**config.mk**
```make
export PLATFORM = sky130hd
export DESIGN_NAME = rlpl_ctrl
export DESIGN_NICKNAME = d
export VERILOG_FILES = /design/src/rtl/core/rlpl_pkg.sv /design/src/rtl/core/rlpl_ctrl.sv
export SDC_FILE = /design/constraint.sdc
export NUM_CORES = 1
export LEC_CHECK = 0
export ABC_AREA = 1
export BUFFER_PORTS_ARGS = -buffer_cell sky130_fd_sc_hd__buf_2
export CAP_MARGIN = 20
export CORE_MARGIN = 4
export CORE_UTILIZATION = 51
export DETAILED_ROUTE_END_ITERATION = 8
export PLACE_DENSITY = 0.78
export SYNTH_ARGS = -nofsm -noshare
export SYNTH_HDL_FRONTEND = slang
export SYNTH_SLANG_ARGS = --single-unit
```
**constraint.sdc**
```tcl
create_clock -name clk -period 2.35 [get_ports clk]
set_input_delay 0.235 -clock clk [delete_from_list [all_inputs] [get_ports clk]]
set_output_delay 0.235 -clock clk [all_outputs]
set_load 0.03 [all_outputs]
```
**src/rtl/core/rlpl_pkg.sv**
```systemverilog
// shared types and constants for the run-length position-to-line table
package rlpl_pkg;

    localparam int MAX_RUNS  = 256;
    localparam int MAX_BYTES = 65536;

    localparam int LINE_W = 16;
    localparam int POS_W  = 16;
    localparam int ADDR_W = $clog2(MAX_RUNS);
    localparam int CNT_W  = ADDR_W + 1;
    localparam int END_W  = $clog2(MAX_BYTES) + 1;

    localparam logic [CNT_W-1:0] MAX_RUNS_C  = CNT_W'(MAX_RUNS);
    localparam logic [END_W-1:0] MAX_BYTES_C = END_W'(MAX_BYTES);

    localparam logic OP_APPEND = 1'b0;
    localparam logic OP_LOOKUP = 1'b1;

    typedef enum logic [1:0] {
        ST_OK        = 2'd0,
        ST_NOT_FOUND = 2'd1,
        ST_OVERFLOW  = 2'd2
    } status_t;

    typedef enum logic [1:0] {
        S_IDLE,
        S_PROBE,
        S_CMP,
        S_DONE
    } state_t;

    typedef struct packed {
        logic              we_end;
        logic              we_line;
        logic [ADDR_W-1:0] addr;
        logic [END_W-1:0]  end_off;
        logic [LINE_W-1:0] line;
    } mem_wr_t;

    typedef struct packed {
        logic              en;
        logic [ADDR_W-1:0] addr;
    } mem_rd_t;

endpackage

```
**src/rtl/core/rlpl_ctrl.sv**
```systemverilog
// sequencer: append update, binary search over the run table, result register
module rlpl_ctrl (
    input  logic                        clk,
    input  logic                        rst_n,
    input  logic                        in_valid,
    output logic                        in_ready,
    input  logic                        op,
    input  logic [rlpl_pkg::LINE_W-1:0] line,
    input  logic [rlpl_pkg::POS_W-1:0]  position,
    output logic                        out_valid,
    input  logic                        out_ready,
    output logic [rlpl_pkg::LINE_W-1:0] found_line,
    output logic [1:0]                  status,
    output rlpl_pkg::mem_wr_t           wr,
    output rlpl_pkg::mem_rd_t           rd,
    input  logic [rlpl_pkg::END_W-1:0]  rd_end,
    input  logic [rlpl_pkg::LINE_W-1:0] rd_line
);

    rlpl_pkg::state_t state_reg, state_next;

    logic [rlpl_pkg::CNT_W-1:0]  run_count_reg, run_count_next;
    logic [rlpl_pkg::LINE_W-1:0] top_line_reg, top_line_next;
    logic [rlpl_pkg::END_W-1:0]  total_reg, total_next;
    logic                        out_valid_reg, out_valid_next;

    logic [rlpl_pkg::CNT_W-1:0]  lo_reg, lo_next;
    logic [rlpl_pkg::CNT_W-1:0]  hi_reg, hi_next;
    logic [rlpl_pkg::CNT_W-1:0]  mid_reg, mid_next;
    logic [rlpl_pkg::POS_W-1:0]  pos_reg, pos_next;
    logic                        hit_reg, hit_next;
    logic [rlpl_pkg::LINE_W-1:0] res_line_reg, res_line_next;
    rlpl_pkg::status_t           res_status_reg, res_status_next;
    logic [rlpl_pkg::LINE_W-1:0] found_line_reg, found_line_next;
    rlpl_pkg::status_t           status_reg, status_next;

    logic                        open_new;
    logic [rlpl_pkg::CNT_W:0]    mid_sum;
    logic [rlpl_pkg::CNT_W-1:0]  mid;

    assign open_new = (run_count_reg == '0) || (line > top_line_reg);
    assign mid_sum  = {1'b0, lo_reg} + {1'b0, hi_reg};
    assign mid      = mid_sum[rlpl_pkg::CNT_W:1];

    always_comb
    begin
        state_next      = state_reg;
        run_count_next  = run_count_reg;
        top_line_next   = top_line_reg;
        total_next      = total_reg;
        out_valid_next  = out_valid_reg;
        lo_next         = lo_reg;
        hi_next         = hi_reg;
        mid_next        = mid_reg;
        pos_next        = pos_reg;
        hit_next        = hit_reg;
        res_line_next   = res_line_reg;
        res_status_next = res_status_reg;
        found_line_next = found_line_reg;
        status_next     = status_reg;
        wr              = '0;
        rd              = '0;

        if (out_valid_reg && out_ready)
        begin
            out_valid_next = 1'b0;
        end

        case (state_reg)
            rlpl_pkg::S_IDLE:
            begin
                if (in_valid)
                begin
                    res_line_next = '0;
                    state_next    = rlpl_pkg::S_DONE;
                    if (op == rlpl_pkg::OP_APPEND)
                    begin
                        if (total_reg >= rlpl_pkg::MAX_BYTES_C)
                        begin
                            res_status_next = rlpl_pkg::ST_OVERFLOW;
                        end
                        else if (open_new && (run_count_reg >= rlpl_pkg::MAX_RUNS_C))
                        begin
                            res_status_next = rlpl_pkg::ST_OVERFLOW;
                        end
                        else
                        begin
                            res_status_next = rlpl_pkg::ST_OK;
                            wr.we_end       = 1'b1;
                            wr.we_line      = open_new;
                            wr.end_off      = total_reg + rlpl_pkg::END_W'(1);
                            wr.line         = line;
                            total_next      = total_reg + rlpl_pkg::END_W'(1);
                            if (open_new)
                            begin
                                wr.addr        = run_count_reg[rlpl_pkg::ADDR_W-1:0];
                                run_count_next = run_count_reg + rlpl_pkg::CNT_W'(1);
                                top_line_next  = line;
                            end
                            else
                            begin
                                wr.addr = rlpl_pkg::ADDR_W'(run_count_reg
                                                            - rlpl_pkg::CNT_W'(1));
                            end
                        end
                    end
                    else
                    begin
                        lo_next    = '0;
                        hi_next    = run_count_reg;
                        pos_next   = position;
                        hit_next   = 1'b0;
                        state_next = rlpl_pkg::S_PROBE;
                    end
                end
            end

            rlpl_pkg::S_PROBE:
            begin
                if (lo_reg < hi_reg)
                begin
                    rd.en      = 1'b1;
                    rd.addr    = mid[rlpl_pkg::ADDR_W-1:0];
                    mid_next   = mid;
                    state_next = rlpl_pkg::S_CMP;
                end
                else
                begin
                    res_status_next = hit_reg ? rlpl_pkg::ST_OK : rlpl_pkg::ST_NOT_FOUND;
                    state_next      = rlpl_pkg::S_DONE;
                end
            end

            rlpl_pkg::S_CMP:
            begin
                if (rd_end > {1'b0, pos_reg})
                begin
                    hi_next       = mid_reg;
                    hit_next      = 1'b1;
                    res_line_next = rd_line;
                end
                else
                begin
                    lo_next = mid_reg + rlpl_pkg::CNT_W'(1);
                end
                state_next = rlpl_pkg::S_PROBE;
            end

            rlpl_pkg::S_DONE:
            begin
                if (!out_valid_reg || out_ready)
                begin
                    out_valid_next  = 1'b1;
                    found_line_next = res_line_reg;
                    status_next     = res_status_reg;
                    state_next      = rlpl_pkg::S_IDLE;
                end
            end

            default:
            begin
                state_next = rlpl_pkg::S_IDLE;
            end
        endcase
    end

    always_ff @(posedge clk or negedge rst_n)
    begin
        if (!rst_n)
        begin
            state_reg     <= rlpl_pkg::S_IDLE;
            run_count_reg <= '0;
            top_line_reg  <= '0;
            total_reg     <= '0;
            out_valid_reg <= 1'b0;
        end
        else
        begin
            state_reg     <= state_next;
            run_count_reg <= run_count_next;
            top_line_reg  <= top_line_next;
            total_reg     <= total_next;
            out_valid_reg <= out_valid_next;
        end
    end

    always_ff @(posedge clk)
    begin
        lo_reg         <= lo_next;
        hi_reg         <= hi_next;
        mid_reg        <= mid_next;
        pos_reg        <= pos_next;
        hit_reg        <= hit_next;
        res_line_reg   <= res_line_next;
        res_status_reg <= res_status_next;
        found_line_reg <= found_line_next;
        status_reg     <= status_next;
    end

    assign in_ready   = (state_reg == rlpl_pkg::S_IDLE);
    assign out_valid  = out_valid_reg;
    assign found_line = found_line_reg;
    assign status     = status_reg;

endmodule

```
# [After elaboration in Yosys (flattened, before gate mapping)]
# Cells that the tools add are included.
[op_classes] reduce_logical=19 eq_ne=10 order_cmp=5 bitwise_logic=3 n_addsub=5 n_mux=38
[ops] op="two-way mux 43 bit" n=5
[ops] op="two-way mux 9 bit" n=8
[ops] op="one-hot mux 9 bit (2 select lines)" n=2
[ops] op="two-way mux 16 bit" n=2
[ops] op="one-hot mux 16 bit (2 select lines)" n=1
[ops] op="adder 9 x 1 -> 9 bit (second input constant)" n=2
[ops] op="adder 17 x 1 -> 17 bit (second input constant)" n=1
[ops] op=">= comparator 17 bit (second input constant)" n=1
[ops] op="> comparator 17 x 16 -> 1 bit" n=1
[ops] op="> comparator 16 bit" n=1
[ops] op="two-way mux 2 bit" n=8
[ops] op="!= test 2 bit (second input constant)" n=6
[ops] op="AND reduction 4 bit" n=3
[ops] op="adder 9 x 9 -> 10 bit" n=1
[ops] op=">= comparator 9 bit (second input constant)" n=1
[ops] op="zero test 9 bit" n=1
[ops] op="< comparator 9 bit" n=1
[ops] op="two-way mux 1 bit" n=8
[ops] op="two-way mux 8 bit" n=1
[ops] op="one-hot mux 2 bit (4 select lines)" n=1
[ops] op="subtractor 8 x 1 -> 8 bit (second input constant)" n=1
[ops] op="AND reduction 2 bit" n=3
[ops] op="AND reduction 3 bit" n=2
[ops] op="AND reduction 6 bit" n=1
[ops] op="12 further kinds" n=18
[word_totals] regBits=125 inputBits=70 wordCells=94 output_inout_bits=72

# [Longest topological paths before layout]
[logic_depth] depth_word=8 mapped_depth=17

# [Worst setup path after synthesis]
# No wires, ideal clock.
[synth_path] path_kind="reg-to-output" startpoint="register lo_reg[8] (netlist bit)" endpoint="output rd[4] (netlist bit)" slack_ps=-448 required_time_ps=2115 path_buffers=0 t_arrival_ps=2563 stages_incl_launch_ff=8 path_cell_list="edfxtp_1 -> ha_1 -> a21oi_1 -> o31a_1 -> nand3_1 -> nor2_1 -> inv_2 -> nor2_1"
[synth_rtl] element="start, declared" line="rlpl_ctrl.sv:27" source="logic [rlpl_pkg::CNT_W-1:0] lo_reg, lo_next;"
[synth_rtl] element="start signal, assigned" line="rlpl_ctrl.sv:189" source="lo_reg <= lo_next;"
[synth_rtl] element="end, declared" line="rlpl_ctrl.sv:15" source="output rlpl_pkg::mem_rd_t rd,"

==> metrics.txt <==
run status=finished, violations left; failing checks=negative setup slack; maximum capacitance violations=0; Vias/cell=5.18; CP Launch Type=register; finished layout cell area=10300 um^2; Syn Area/Cell=8.46 um^2; cell count after synthesis=856; Post-DP HPWL=11900 um; Slew HR=0.626; placed insts=1182; port bufs=141; Antenna Violating Nets Remaining=0; Final Power=10.6 mW; Pwr per Cell Area=1020 nW/um^2; Final setup viols=52; max reg flops=17; drt pass-1 iters=5; clk slew on worst S/H paths=0.06 ns; Synth Cell Area=7240 um^2; syn nets=980; Slew Limit Fails=0; # nets final=1196; Max clock buf depth=2; distinct cell type count of the synthesized netlist=36; via count=6555; commonest non-fill, non-tap cell in the layout=nand2_1; Tot GR Track Use=0.230; crit path DAT=2.37 ns; Initial DRC Count=453; post-synthesis sequential area ratio=0.487; actual slew at the worst max-slew pin=0.556 ns; first-pass GRT wire length=30000 um; Max Freq=0.384 GHz; die area=16200 um^2; largest net degree at the start of global routing=28; worst-path fanout max=6; RD Place Congestion=0.885; leakage=5.19 nW; Clock Latency Late Sink=0.42 ns; H-tree depth=4; Core Util, Final=0.744; Site Rows=43; Synth Warn #=0; clk root buf=clkbuf_16; final setup skew=0.00655 ns; vias in the first global route=6327; Min Clock Period, post-route=2.60 ns; min-delay worst type=in -> reg; overall die width=127 um; total CTS buffers=17; most frequent cells in the layout=nand2_1, inv_1, buf_2; CTS Sinks=125; fin cells=1266; Peak VDD IR=0.000663 V; share of layout cells above drive strength 1=0.332; WS Path Type=reg -> out; Fillers=896; RSZ-0062 raised after global routing=true; Critical Path RT=2.12 ns; Post-Route WL=20000 um; reg2reg setup slack=0.13 ns; die height=127 um; # IOs=142; setup slack after layout=-0.254 ns; synthesized flop and latch total=125; initial antenna violation count=0; GRT overflow=0; final hold viol count=0; routed length per instance=15.8 um; Post-DP Area=8260 um^2; pre-CTS WS=0.0383 ns; CTS tree=built; P&R area growth vs syn=42.6%; initial core utilization=0.522; Setup crit end kind=output pin; Tcrit/Tclk final=1.11; drt drc=0; core area=13900 um^2
[per-stage QoR]
step	hold WS (ns)	setup TNS, ns
after floorplan	-0.0606	0
after global placement	0.225	0
final	0.0227	-7.87
after global routing	0.0341	-15.11
after CTS	0.00400	-6.86
after detailed placement	0.228	0
[cell usage after synthesis]
| library cell | number | area share |
|---|---|---|
| a221oi_1 | 1 | 0.0012 |
| nor3_4 | 1 | 0.0022 |
| nor4_1 | 3 | 0.0026 |
| clkbuf_1 | 6 | 0.0031 |
| nand2_2 | 3 | 0.0026 |
| nand3_2 | 1 | 0.0014 |
| nand2_4 | 1 | 0.0016 |
| inv_2 | 12 | 0.0062 |
| buf_4 | 2 | 0.0021 |
| ha_1 | 53 | 0.092 |
| fa_1 | 1 | 0.0028 |
| nor2_2 | 1 | 0.00086 |
| clkinv_1 | 1 | 0.00052 |
| nor3_1 | 8 | 0.0055 |
| or2_1 | 1 | 0.00086 |
| nor2_8 | 1 | 0.0028 |
| a21oi_1 | 36 | 0.025 |
| nand3_1 | 57 | 0.039 |
| o21ai_0 | 20 | 0.014 |
| nand4_1 | 28 | 0.024 |
| xnor2_1 | 3 | 0.0036 |
| buf_6 | 2 | 0.0031 |
| nand2_1 | 187 | 0.097 |
| dfrtp_1 | 45 | 0.16 |
| nor2_1 | 94 | 0.049 |
| o31a_1 | 1 | 0.0012 |
| xor2_1 | 23 | 0.028 |
| inv_1 | 165 | 0.086 |
| edfxtp_1 | 80 | 0.33 |
| buf_1 | 1 | 0.00052 |
| o21ai_1 | 1 | 0.00069 |
| o21bai_1 | 4 | 0.0041 |
| a31oi_1 | 1 | 0.00086 |
| a21o_1 | 2 | 0.0021 |
| o211ai_1 | 1 | 0.0010 |
| buf_2 | 9 | 0.0062 |
[path summary, 6_finish.rpt]
check / end / depth (start not counted) / startpoint
min reg2reg: found_line[5]$_DFFE_PP_ / 0 / res_line_reg[5]$_SDFFCE_PN0P_
min in group asynchronous: total_reg[14]$_DFFE_PN0P_ / 2 / rst_n
min: out_valid$_DFF_PN0_ / 2 / out_ready
max: wr[39] / 14 / top_line_reg[11]$_DFFE_PN0P_
max in group asynchronous: top_line_reg[1]$_DFFE_PN0P_ / 3 / rst_n
max reg2reg: res_status_reg[0]$_SDFFCE_PN0P_ / 10 / lo_reg[4]$_SDFFCE_PN0P_
[report_power, final]
part,total [mW],internal (mW),switching (mW)
Clock,2.91,1.82,1.09
Sequential,3.55,3.21,0.337
Combinational,4.09,1.58,2.52
Total,10.6,6.61,3.95
[final cells by class]
type / count / area (um^2) / share of cell area
Clock buffer: 17 / 425 / 0.0412
Antenna cell: 1 / 2.50 / 0.000242
Tap cell: 180 / 225 / 0.0218
Sequential cell: 125 / 3530 / 0.342
Clock inverter: 15 / 224 / 0.0217
Inverter: 178 / 676 / 0.0655
Multi-Input combinational cell: 533 / 3570 / 0.346
Timing Repair Buffer: 217 / 1670 / 0.162
[what timing repair did]
item,in CTS,in global routing
pin swaps,32,24
hold buffers,17,0
setup buffers,19,14
endpoints found under the setup margin,52,52
gates resized for setup,150,97
hold endpoints to repair,35,0
gates cloned,0,2
[critical path, stage by stage (launching register included)]
cell	delay, ns
dfrtp_1	0.36
inv_2	0.05
ha_4	0.27
nand2_1	0.06
nor2_2	0.14
nand2_2	0.09
inv_2	0.06
nand2_1	0.05
nand2_2	0.12
nand2_4	0.10
nand2_8	0.11
buf_6	0.11
nand2_1	0.06
a21oi_2	0.18
buf_6	0.16
[routing by layer]
layer | global-route usage | wire length [um] | up-vias
li1 | - | - | 3161
met1 | 0.269 | 7620 | 3088
met4 | 0.0934 | 761 | 0
met3 | 0.0456 | 1040 | 67
met5 | 0 | 0 | -
met2 | 0.415 | 10600 | 239
[kinds of logic after synthesis]
group / count (synthesis) / share of synthesized area
AOI/OAI and AO/OA: 67 / 0.0499
xor gates and xnor gates: 26 / 0.0315
adders and majority gates: 54 / 0.0944
buffers and inverters: 198 / 0.107
DFF: 125 / 0.487
and+or+nand+nor: 386 / 0.230
Note: power is estimated with default switching activity, not from simulation.
